<file path="config.mk">
export PLATFORM = sky130hd
export DESIGN_NAME = tcw_ctrl
export DESIGN_NICKNAME = d
export VERILOG_FILES = /design/src/hw/rtl/tcw_pkg.sv /design/src/hw/rtl/tcw_ctrl.sv
export SDC_FILE = /design/constraint.sdc
export NUM_CORES = 1
export LEC_CHECK = 0
export ABC_AREA = 1
export ABC_CLOCK_PERIOD_IN_PS = 7800
export BUFFER_PORTS_ARGS = -buffer_cell sky130_fd_sc_hd__buf_4
export CAP_MARGIN = 10
export CORE_MARGIN = 5
export CORE_UTILIZATION = 49
export CTS_BUF_LIST = sky130_fd_sc_hd__clkbuf_16
export DETAILED_ROUTE_END_ITERATION = 8
export GPL_TIMING_DRIVEN = 0
export PLACE_DENSITY = 0.88
export SYNTH_ARGS = -nofsm -noshare
export SYNTH_HDL_FRONTEND = slang
export SYNTH_SLANG_ARGS = --single-unit
</file>
<file path="constraint.sdc">
create_clock -name clock -period 7.8 [get_ports clock]
set_clock_uncertainty 0.1 [all_clocks]
set_input_delay 0.78 -clock clock [delete_from_list [all_inputs] [get_ports clock]]
set_output_delay 0.78 -clock clock [all_outputs]
set_load 0.01 [all_outputs]
</file>
<file path="src/hw/rtl/tcw_pkg.sv">
package tcw_pkg;

   localparam int CELL_W = 16;
   localparam int ATTR_W = 8;
   localparam int CHAR_W = 8;
   localparam int RGB_W  = 24;

   // word kinds on the request channel
   localparam logic [1:0] KIND_PUT  = 2'd0;
   localparam logic [1:0] KIND_SET  = 2'd1;
   localparam logic [1:0] KIND_READ = 2'd2;

   // configuration register indexes
   localparam logic [1:0] CSR_FG     = 2'd0;
   localparam logic [1:0] CSR_BG     = 2'd1;
   localparam logic [1:0] CSR_CURSOR = 2'd2;

   localparam logic [CHAR_W-1:0] CHAR_LF    = 8'h0A;
   localparam logic [CHAR_W-1:0] CHAR_CR    = 8'h0D;
   localparam logic [CHAR_W-1:0] CHAR_SPACE = 8'h20;

   localparam logic [CELL_W-1:0] BLANK_CELL = 16'h0F20;

   localparam logic [RGB_W-1:0] FG_RGB_RESET = 24'hFFFFFF;
   localparam logic [RGB_W-1:0] BG_RGB_RESET = 24'h000000;

   localparam int QUANT_BIAS = 42;
   localparam int QUANT_STEP = 85;

   // (v + bias) / step for an 8-bit channel, as three threshold compares
   function automatic logic [1:0] quantize_channel(input logic [7:0] v);
      logic [8:0] biased;
      logic [1:0] q;
      biased = {1'b0, v} + 9'(QUANT_BIAS);
      q = 2'(biased >= 9'(QUANT_STEP)) + 2'(biased >= 9'(2 * QUANT_STEP))
        + 2'(biased >= 9'(3 * QUANT_STEP));
      return q;
   endfunction

   function automatic logic [3:0] palette_index(input logic [RGB_W-1:0] rgb);
      logic [5:0] code;
      logic [3:0] idx;
      code = {quantize_channel(rgb[23:16]), quantize_channel(rgb[15:8]),
              quantize_channel(rgb[7:0])};
      unique case (code)
         6'h00: idx = 4'd0;
         6'h02: idx = 4'd1;
         6'h08: idx = 4'd2;
         6'h0A: idx = 4'd3;
         6'h20: idx = 4'd4;
         6'h22: idx = 4'd5;
         6'h24: idx = 4'd6;
         6'h2A: idx = 4'd7;
         6'h15: idx = 4'd8;
         6'h17: idx = 4'd9;
         6'h1D: idx = 4'd10;
         6'h1F: idx = 4'd11;
         6'h35: idx = 4'd12;
         6'h37: idx = 4'd13;
         6'h3D: idx = 4'd14;
         default: idx = 4'd15;
      endcase
      return idx;
   endfunction

endpackage

</file>
<file path="src/hw/rtl/tcw_ctrl.sv">
module tcw_ctrl import tcw_pkg::*; #(
   parameter int COLUMNS = 80,
   parameter int ROWS    = 25,
   localparam int CELLS  = COLUMNS * ROWS,
   localparam int IDX_W  = $clog2(CELLS)
) (
   input  logic              clock,
   input  logic              reset,
   input  logic              req_valid,
   output logic              req_stall,
   input  logic [1:0]        req_kind,
   input  logic [7:0]        req_char_code,
   input  logic [6:0]        req_new_col,
   input  logic [4:0]        req_new_row,
   input  logic [10:0]       req_cell_index,
   output logic              rsp_valid,
   input  logic              rsp_stall,
   output logic [6:0]        rsp_cursor_col,
   output logic [4:0]        rsp_cursor_row,
   output logic [10:0]       rsp_cursor_index,
   output logic              rsp_cursor_shown,
   output logic [15:0]       rsp_cell_value,
   input  logic [ATTR_W-1:0] attr,
   input  logic              cursor_en,
   output logic              mem_wr_en,
   output logic [IDX_W-1:0]  mem_wr_addr,
   output logic [CELL_W-1:0] mem_wr_data,
   output logic              mem_rd_en,
   output logic [IDX_W-1:0]  mem_rd_addr,
   input  logic [CELL_W-1:0] mem_rd_data
);

   localparam int COL_W = $clog2(COLUMNS);
   localparam int ROW_W = $clog2(ROWS);
   localparam int CNT_W = $clog2(CELLS + 1);

   typedef enum logic [2:0] {
      ST_CLEAR,
      ST_IDLE,
      ST_SCROLL,
      ST_FILL,
      ST_DONE
   } state_type;

   state_type         state_ff, state_in;
   logic [COL_W-1:0]  col_ff, col_in;
   logic [ROW_W-1:0]  row_ff, row_in;
   logic [CNT_W-1:0]  ptr_ff, ptr_in;
   logic [IDX_W-1:0]  dst_ff, dst_in;
   logic              pend_ff, pend_in;
   logic              rd_cell_ff, rd_cell_in;
   logic              rsp_valid_ff, rsp_valid_in;
   logic [6:0]        rsp_col_ff, rsp_col_in;
   logic [4:0]        rsp_row_ff, rsp_row_in;
   logic [10:0]       rsp_index_ff, rsp_index_in;
   logic              rsp_shown_ff, rsp_shown_in;
   logic [15:0]       rsp_cell_ff, rsp_cell_in;
   logic [IDX_W-1:0]  cur_addr;

   assign req_stall = (state_ff != ST_IDLE);
   assign cur_addr  = IDX_W'(32'(row_ff) * COLUMNS + 32'(col_ff));

   always_comb begin
      state_in     = state_ff;
      col_in       = col_ff;
      row_in       = row_ff;
      ptr_in       = ptr_ff;
      dst_in       = dst_ff;
      pend_in      = pend_ff;
      rd_cell_in   = rd_cell_ff;
      rsp_valid_in = rsp_valid_ff && rsp_stall;
      rsp_col_in   = rsp_col_ff;
      rsp_row_in   = rsp_row_ff;
      rsp_index_in = rsp_index_ff;
      rsp_shown_in = rsp_shown_ff;
      rsp_cell_in  = rsp_cell_ff;
      mem_wr_en    = 1'b0;
      mem_wr_addr  = cur_addr;
      mem_wr_data  = {attr, req_char_code};
      mem_rd_en    = 1'b0;
      mem_rd_addr  = IDX_W'(req_cell_index);

      unique case (state_ff)
         ST_CLEAR: begin
            mem_wr_en   = 1'b1;
            mem_wr_addr = ptr_ff[IDX_W-1:0];
            mem_wr_data = BLANK_CELL;
            if (ptr_ff == CNT_W'(CELLS - 1)) begin
               ptr_in   = '0;
               state_in = ST_IDLE;
            end else begin
               ptr_in = ptr_ff + 1'b1;
            end
         end
         ST_IDLE: begin
            if (req_valid) begin
               rd_cell_in = 1'b0;
               state_in   = ST_DONE;
               unique case (req_kind)
                  KIND_PUT: begin
                     if (req_char_code == CHAR_CR) begin
                        col_in = '0;
                     end else begin
                        if (req_char_code != CHAR_LF) begin
                           mem_wr_en = 1'b1;
                        end
                        if (req_char_code == CHAR_LF || col_ff == COL_W'(COLUMNS - 1)) begin
                           col_in = '0;
                           if (row_ff == ROW_W'(ROWS - 1)) begin
                              ptr_in   = CNT_W'(COLUMNS);
                              pend_in  = 1'b0;
                              state_in = ST_SCROLL;
                           end else begin
                              row_in = row_ff + 1'b1;
                           end
                        end else begin
                           col_in = col_ff + 1'b1;
                        end
                     end
                  end
                  KIND_SET: begin
                     col_in = (32'(req_new_col) > COLUMNS - 1) ? COL_W'(COLUMNS - 1)
                                                              : COL_W'(req_new_col);
                     row_in = (32'(req_new_row) > ROWS - 1) ? ROW_W'(ROWS - 1)
                                                           : ROW_W'(req_new_row);
                  end
                  KIND_READ: begin
                     if (32'(req_cell_index) < CELLS) begin
                        mem_rd_en  = 1'b1;
                        rd_cell_in = 1'b1;
                     end
                  end
                  default: ;
               endcase
            end
         end
         ST_SCROLL: begin
            // read one row ahead, write back in the next cycle
            if (pend_ff) begin
               mem_wr_en   = 1'b1;
               mem_wr_addr = dst_ff;
               mem_wr_data = mem_rd_data;
            end
            if (ptr_ff != CNT_W'(CELLS)) begin
               mem_rd_en   = 1'b1;
               mem_rd_addr = ptr_ff[IDX_W-1:0];
               pend_in     = 1'b1;
               dst_in      = IDX_W'(ptr_ff - CNT_W'(COLUMNS));
               ptr_in      = ptr_ff + 1'b1;
            end else begin
               pend_in  = 1'b0;
               ptr_in   = CNT_W'((ROWS - 1) * COLUMNS);
               state_in = ST_FILL;
            end
         end
         ST_FILL: begin
            mem_wr_en   = 1'b1;
            mem_wr_addr = ptr_ff[IDX_W-1:0];
            mem_wr_data = {attr, CHAR_SPACE};
            if (ptr_ff == CNT_W'(CELLS - 1)) begin
               ptr_in   = '0;
               state_in = ST_DONE;
            end else begin
               ptr_in = ptr_ff + 1'b1;
            end
         end
         ST_DONE: begin
            if (!rsp_valid_ff || !rsp_stall) begin
               rsp_valid_in = 1'b1;
               rsp_col_in   = 7'(col_ff);
               rsp_row_in   = 5'(row_ff);
               rsp_index_in = 11'(32'(row_ff) * COLUMNS + 32'(col_ff));
               rsp_shown_in = cursor_en;
               rsp_cell_in  = rd_cell_ff ? mem_rd_data : '0;
               state_in     = ST_IDLE;
            end
         end
         default: state_in = ST_CLEAR;
      endcase
   end

   always_ff @(posedge clock) begin
      if (reset) begin
         state_ff     <= ST_CLEAR;
         col_ff       <= '0;
         row_ff       <= '0;
         ptr_ff       <= '0;
         pend_ff      <= 1'b0;
         rd_cell_ff   <= 1'b0;
         rsp_valid_ff <= 1'b0;
      end else begin
         state_ff     <= state_in;
         col_ff       <= col_in;
         row_ff       <= row_in;
         ptr_ff       <= ptr_in;
         pend_ff      <= pend_in;
         rd_cell_ff   <= rd_cell_in;
         rsp_valid_ff <= rsp_valid_in;
      end
      dst_ff       <= dst_in;
      rsp_col_ff   <= rsp_col_in;
      rsp_row_ff   <= rsp_row_in;
      rsp_index_ff <= rsp_index_in;
      rsp_shown_ff <= rsp_shown_in;
      rsp_cell_ff  <= rsp_cell_in;
   end

   assign rsp_valid        = rsp_valid_ff;
   assign rsp_cursor_col   = rsp_col_ff;
   assign rsp_cursor_row   = rsp_row_ff;
   assign rsp_cursor_index = rsp_index_ff;
   assign rsp_cursor_shown = rsp_shown_ff;
   assign rsp_cell_value   = rsp_cell_ff;

endmodule

</file>
==> flow_metrics.env, run 1 <==
export IMPL_clkPwrFrac_pct=29.4
export IMPL_cts_buffer_depth=2
export IMPL_netSwitchingFraction_pct=35.8
export IMPL_syn_cell_area_um2=4660
export IMPL_required_ns=6.92
export IMPL_drt_initial_drc_count=359
export IMPL_grt_use_total_pct=24.2
export IMPL_nFillCells=730
export IMPL_max_freq_mhz=287
export IMPL_num_rows=35
export IMPL_hp_start="ptr_ff[2]"
export IMPL_synth_cell_type_count=41
export IMPL_cp_data_arrival_time_ns=2.60
export IMPL_rsz0062_at_grt="false"
export IMPL_postRouteAntennaNets=0
export IMPL_yosys_area_top_type_share_pct=30.3
export IMPL_cts_resized=0
export IMPL_remaining_drc_errors=0
export IMPL_place_inst=872
export IMPL_synth_seq_cells=76
export IMPL_p_int_mw=1.04
export IMPL_grt_pass1_vias=4632
export IMPL_die_w_um=108
export IMPL_viasPerCell=5.31
export IMPL_synthCells=600
export IMPL_crit_family="adder cells"
export IMPL_grt_max_degree=36
export IMPL_cp_end_kind="primary output"
export IMPL_max_slew_worst_pin_slew_ns=0.663
export IMPL_clkSlewWorstSetupHoldPaths_ns=0.06
export IMPL_antenna_found_initial=0
export IMPL_slew_violations=0
export IMPL_hold_viol_final=0
export IMPL_crit_path_start_kind="register"
export IMPL_p_comb_share_pct=38.3
export IMPL_p_leak_nw=3.00
export IMPL_die_area_um2=11600
export IMPL_clk_latency_ns=0.34
export IMPL_drv_cap=0
export IMPL_grt_overflow_total=0
export IMPL_cts_sinks=76
export IMPL_place_congestion=0.910
export IMPL_setup_tns_ns=0
export IMPL_grt_pass1_wl_um=22300
export IMPL_holdBufCountCts=0
export IMPL_power_density_nw_per_um2=258
export IMPL_setup_viol=0
export IMPL_dp_hpwl_um=11000
export IMPL_post_cts_buffers=0
export IMPL_vias=4716
export IMPL_total_power_mw=1.62
export IMPL_core_um2=9240
export IMPL_first_pass_iters=6
export IMPL_cts_htree_levels=3
export IMPL_status="complete, no violations"
export IMPL_die_y_um=108
export IMPL_synth_area_top_cells="edfxtp_1 30%, nand2_1 13%, dfxtp_1 12%"
export IMPL_cp_common_cell="ha_1"
export IMPL_area_delta_synth_final_pct=34.2
export IMPL_min_path_type="reg2reg"
export IMPL_finalCriticalPeriod_ns=3.48
export IMPL_layout_drive_gt1_share_pct=27.7
export IMPL_worstSetupPathType="reg2out"
export IMPL_synth_nets=682
export IMPL_cts_buffers=9
export IMPL_n_antenna_cell=0
export IMPL_place_ws_ns=4.66
export IMPL_avgSynthCellArea_um2=7.77
export IMPL_worst_slack_ns=4.32
export IMPL_ir_worst_vdd_mv=0.143
export IMPL_cts_root_buffer="clkbuf_16"
export IMPL_detail_route_wl_per_cell_um=16.1
export IMPL_start_util_pct=50.5
export IMPL_fin_crit_sh_pct=44.6
export IMPL_cts_tree="done"
export IMPL_nets=836
export IMPL_crit_chain="ha_1 -> ha_1 -> fa_1 -> inv_1 -> nor2_1 -> xor2_1 -> nand2_1 -> nand3_1 -> buf_4"
export IMPL_final_cells=888
export IMPL_crit_buf_inv=2
export IMPL_critical_path_startpoint="row_ff[1]"
export IMPL_yosys_warnings=0
export IMPL_switching_power_uw=579
export IMPL_yosysTopAreaCell="edfxtp_1"
export IMPL_mostFrequentLayoutCells="167 x nand2_1, 147 x buf_4, 77 x inv_1, 47 x edfxtp_1, 46 x nor2_1"
export IMPL_layout_commonest_cell="nand2_1"
export IMPL_p_seq_share_pct=32.3
export IMPL_wirelength_um=14300
export IMPL_slew_headroom_pct=55.3
export IMPL_crit_fanout=7
export IMPL_seq_area_frac_synth_pct=42.7
export IMPL_pin_count=144
export IMPL_r2r_start="row_ff[1]"
export IMPL_port_buffers=142
export IMPL_critPathMaxStageDelay_ns=0.51
export IMPL_slowest_stage="fa_1"
==> cells in the mapped netlist, drive strengths merged <==
cell type  count
nor2          52
clkbuf         5
o22ai          1
or2            1
a31oi          3
nand3         44
edfxtp        47
fa             2
a22o           1
ha            18
o21ai         43
xnor2          3
o31a           1
and2           1
o221ai         4
o2111ai        1
a21oi         35
dfxtp         29
nand4          9
nand2        177
inv           87
nor3           3
o211ai         4
o31ai          1
xor2          13
buf           15
==> power by group through the flow <==
stage	Sequential (mW)	Clock (mW)	Combinational, mW
finish	0.523	0.476	0.619
global route	0.528	0.495	0.671
CTS	0.522	0.477	0.616
detailed placement	0.530	0	0.610
global placement	0.530	0	0.591
floorplan	0.528	0	0.349
==> flip-flops by register name, summed over array words and instances (netlist names), 3 cells and up <==
| name | cells |
|---|---|
| rsp_cell_value | 16 |
| dst_ff | 11 |
| ptr_ff | 11 |
| col_ff | 7 |
| rsp_cursor_col | 7 |
| rsp_cursor_index | 7 |
| row_ff | 5 |
| rsp_cursor_row | 5 |
| state_ff | 3 |
==> stage by stage <==
stage / instance area [um2] / hold WS (ns) / util [%]
floorplan: 4660 / 0.303 / -
global placement: 5890 / 0.308 / 63.8
detailed placement: 5920 / 0.318 / 64.0
CTS: 6260 / 0.331 / 67.7
global route: 6260 / 0.336 / 67.7
finish: 6260 / 0.328 / 67.7
==> cell type report <==
cell class	instances	area (um2)	area share (%)
multi-input combinational	417	2210	35.4
sequential	76	1990	31.8
timing repair buffer	143	1090	17.4
inverter	87	339	5.42
clock buffer	9	225	3.60
tap	129	161	2.58
buffer	20	125	2.00
clock inverter	7	115	1.84
==> kinds of logic after synthesis <==
logic type               after synthesis  share of synthesized area (%)
AO/OA/AOI/OAI                         94                           11.3
XOR/XNOR                              16                           3.01
adder cells (fa/ha/maj)               20                           5.69
buffers and inverters                107                           9.95
flip-flops                            76                           42.7
AND/OR/NAND/NOR                      287                           27.3
==> layer usage <==
layer  vias to the layer above  global-route usage, %  share of wire (%)
met3                        39                   5.88                9.5
met4                         0                   9.29                2.7
li1                       2269                      -                  -
met5                         -                      0                  0
met1                      2159                   29.7                 40
met2                       249                   41.1                 48
==> worst paths after layout <==
| check | to | slack (ns) | cells after the start |
|---|---|---|---|
| setup / recovery | mem_wr_addr[9] | 4.32 | 9 |
| hold / removal | dst_ff[2] | 0.33 | 0 |
| setup reg to reg | rsp_cursor_index[10] | 5.47 | 8 |
| hold reg to reg | dst_ff[2] | 0.33 | 0 |
No activity file was read; power rests on OpenSTA's default activity.
==> inputs of run 2 (changes only) <==
--- a/config.mk
+++ b/config.mk
@@ -6,11 +6,11 @@
 export NUM_CORES = 1
 export LEC_CHECK = 0
 export ABC_AREA = 1
-export ABC_CLOCK_PERIOD_IN_PS = 7800
+export ABC_CLOCK_PERIOD_IN_PS = 2960
 export BUFFER_PORTS_ARGS = -buffer_cell sky130_fd_sc_hd__buf_4
 export CAP_MARGIN = 10
 export CORE_MARGIN = 5
-export CORE_UTILIZATION = 49
+export CORE_UTILIZATION = 47
 export CTS_BUF_LIST = sky130_fd_sc_hd__clkbuf_16
 export DETAILED_ROUTE_END_ITERATION = 8
 export GPL_TIMING_DRIVEN = 0
==> constraint.sdc (replaced) <==
create_clock -name clock -period 2.96 [get_ports clock]
set_clock_uncertainty 0.1 [all_clocks]
set_input_delay 0.296 -clock clock [delete_from_list [all_inputs] [get_ports clock]]
set_output_delay 0.296 -clock clock [all_outputs]
set_load 0.01 [all_outputs]
==> run 2 against run 1 <==
  * Worst hold slack got worse by 0.29 ns
  * Critical path depth decreased by 2
  * Worst setup slack got worse by 4.2 ns
  * Routed wire length decreased by 2.5%
  * Final cell count increased by 0.45%
  * Power increased to 2.5 times the previous value
  * Sequential power increased to 2.6 times the previous value
  * Clock power increased by 130%
  * Utilization decreased by 3.4 points
  * Design area about the same
  * Clock-buffer cell count unchanged
  * Combinational power increased to 2.6 times the previous value
  * Critical path type unchanged
  * Largest power group unchanged
==> flow_metrics.env, run 2 (synthesis results as in run 1) <==
export IMPL_status="complete, no violations"
export IMPL_fin_crit_sh_pct=96.4
export IMPL_slew_violations=0
export IMPL_pin_count=144
export IMPL_cts_htree_levels=3
export IMPL_top_layer="met4"
export IMPL_hold_viol_final=0
export IMPL_crit_path_start_kind="register"
export IMPL_finish_instance_area_um2=6250
export IMPL_cts_root_buffer="clkbuf_16"
export IMPL_cp_data_arrival_time_ns=2.46
export IMPL_wirelength_um=13900
export IMPL_first_pass_iters=5
export IMPL_start_util_pct=47.9
export IMPL_multi_input_area_um2=2240
export IMPL_setup_tns_ns=0
export IMPL_grt_overflow_total=0
export IMPL_n_antenna_cell=0
export IMPL_detail_route_wl_per_cell_um=15.6
export IMPL_remaining_drc_errors=0
export IMPL_power_density_nw_per_um2=655
export IMPL_seq_area_um2=2000
export IMPL_place_area_um2=5920
export IMPL_dp_hpwl_um=10500
export IMPL_die_area_um2=12000
export IMPL_nets=836
export IMPL_place_ws_ns=0.364
export IMPL_die_y_um=110
export IMPL_cp_end_kind="primary output"
export IMPL_cts_buffer_depth=2
export IMPL_largest_reg_flops=16
export IMPL_wl_met1_um=5570
export IMPL_vias=4672
export IMPL_p_leak_nw=2.97
export IMPL_clk_latency_ns=0.33
export IMPL_grt_use_total_pct=23.0
export IMPL_holdBufCountCts=0
export IMPL_postRouteAntennaNets=0
export IMPL_finalCriticalPeriod_ns=2.85
export IMPL_required_ns=2.56
export IMPL_area_delta_synth_final_pct=34.1
export IMPL_place_congestion=0.899
export IMPL_place_inst=876
export IMPL_port_buffers=142
export IMPL_cts_tree="done"
export IMPL_final_cells=892
export IMPL_grt_pass1_wl_um=21300
export IMPL_max_slew_worst_pin_slew_ns=0.717
export IMPL_mostFrequentLayoutCells="167 x nand2_1, 147 x buf_4, 75 x inv_1, 47 x edfxtp_1, 45 x nor2_1"
export IMPL_setup_viol=0
export IMPL_min_path_type="in2reg"
export IMPL_layout_commonest_cell="nand2_1"
export IMPL_route_met3_wl_um=1480
export IMPL_nFillCells=818
export IMPL_die_w_um=110
export IMPL_hold_slack_ns=0.0398
export IMPL_ir_worst_vdd_mv=0.355
export IMPL_slew_headroom_pct=51.7
export IMPL_cts_sinks=76
export IMPL_clkSlewWorstSetupHoldPaths_ns=0.06
export IMPL_viasPerCell=5.24
export IMPL_crit_fanout=7
export IMPL_core_um2=9730
export IMPL_worst_slack_ns=0.106
export IMPL_grt_pass1_vias=4342
export IMPL_layout_drive_gt1_share_pct=28.7
export IMPL_grt_max_degree=33
export IMPL_wl_met2_um=6600
export IMPL_drv_cap=0
export IMPL_num_rows=36
export IMPL_worstSetupPathType="reg2out"
export IMPL_max_freq_mhz=350
export IMPL_antenna_found_initial=0
export IMPL_rsz0062_at_grt="true"
export IMPL_drt_initial_drc_count=351
export IMPL_cts_buffers=9
[run 2: cell types whose count changed in the layout (fill, tap and decap cells not counted), moves of 2 or more]
| cell | change |
|---|---|
| xor2_2 | +2 |
| inv_1 | -2 |
| bufinv_16 | -2 |
| dfxtp_1 | -2 |
| xor2_1 | -2 |
[run 2: layout make-up]
type | instances | share of cell area [%]
Multi-Input combinational cell | 417 | 35.9
Sequential cell | 76 | 31.9
Inverter | 87 | 5.48
Clock buffer | 9 | 3.60
Tap cell | 133 | 2.66
Buffer | 20 | 2.00
Clock inverter | 7 | 1.08
Timing Repair Buffer | 143 | 17.4
[run 2: where the power goes]
part | switching [mW] | leakage (nW) | internal (mW)
sequential | 0.102 | 0.655 | 1.27
combinational | 0.994 | 2.17 | 0.645
clock | 0.433 | 0.145 | 0.649
[run 2: what timing repair did]
| action | CTS | global route |
|---|---|---|
| buffers inserted | 0 | 0 |
| resized for setup | 1 | 10 |
| gates cloned | 0 | 0 |
| endpoints found under the setup margin | 1 | 5 |
| pin swaps | 0 | 4 |
[run 2: stage by stage]
stage,util (%),power [mW]
after floorplan,-,2.31
after global placement,60.6,2.95
after detailed placement,60.9,3.00
after CTS,63.9,4.08
after global routing,64.3,4.29
final,64.3,4.09
[run 2: routing by layer]
layer | global-route usage [%] | vias to the layer above
met5 | 0 | -
met3 | 5.93 | 28
met2 | 39.0 | 252
li1 | - | 2268
met4 | 8.73 | 0
met1 | 27.9 | 2124
[run 2: final timing paths]
check	startpoint	end	slack, ns	cells past startpoint
worst max-delay path	row_ff[1]	mem_wr_addr[8]	0.11	7
worst min-delay path	cursor_en	rsp_cursor_shown	0.04	1
worst max register to register	row_ff[1]	rsp_cursor_index[10]	0.67	8
worst min register to register	ptr_ff[2]	dst_ff[2]	0.32	0
[run 2: critical path, stage by stage (launching register included)]
cell,delay [ns]
dfxtp_4,0.37
ha_1,0.30
ha_2,0.20
fa_1,0.59
inv_2,0.07
xor2_1,0.31
o211ai_2,0.13
buf_4,0.16
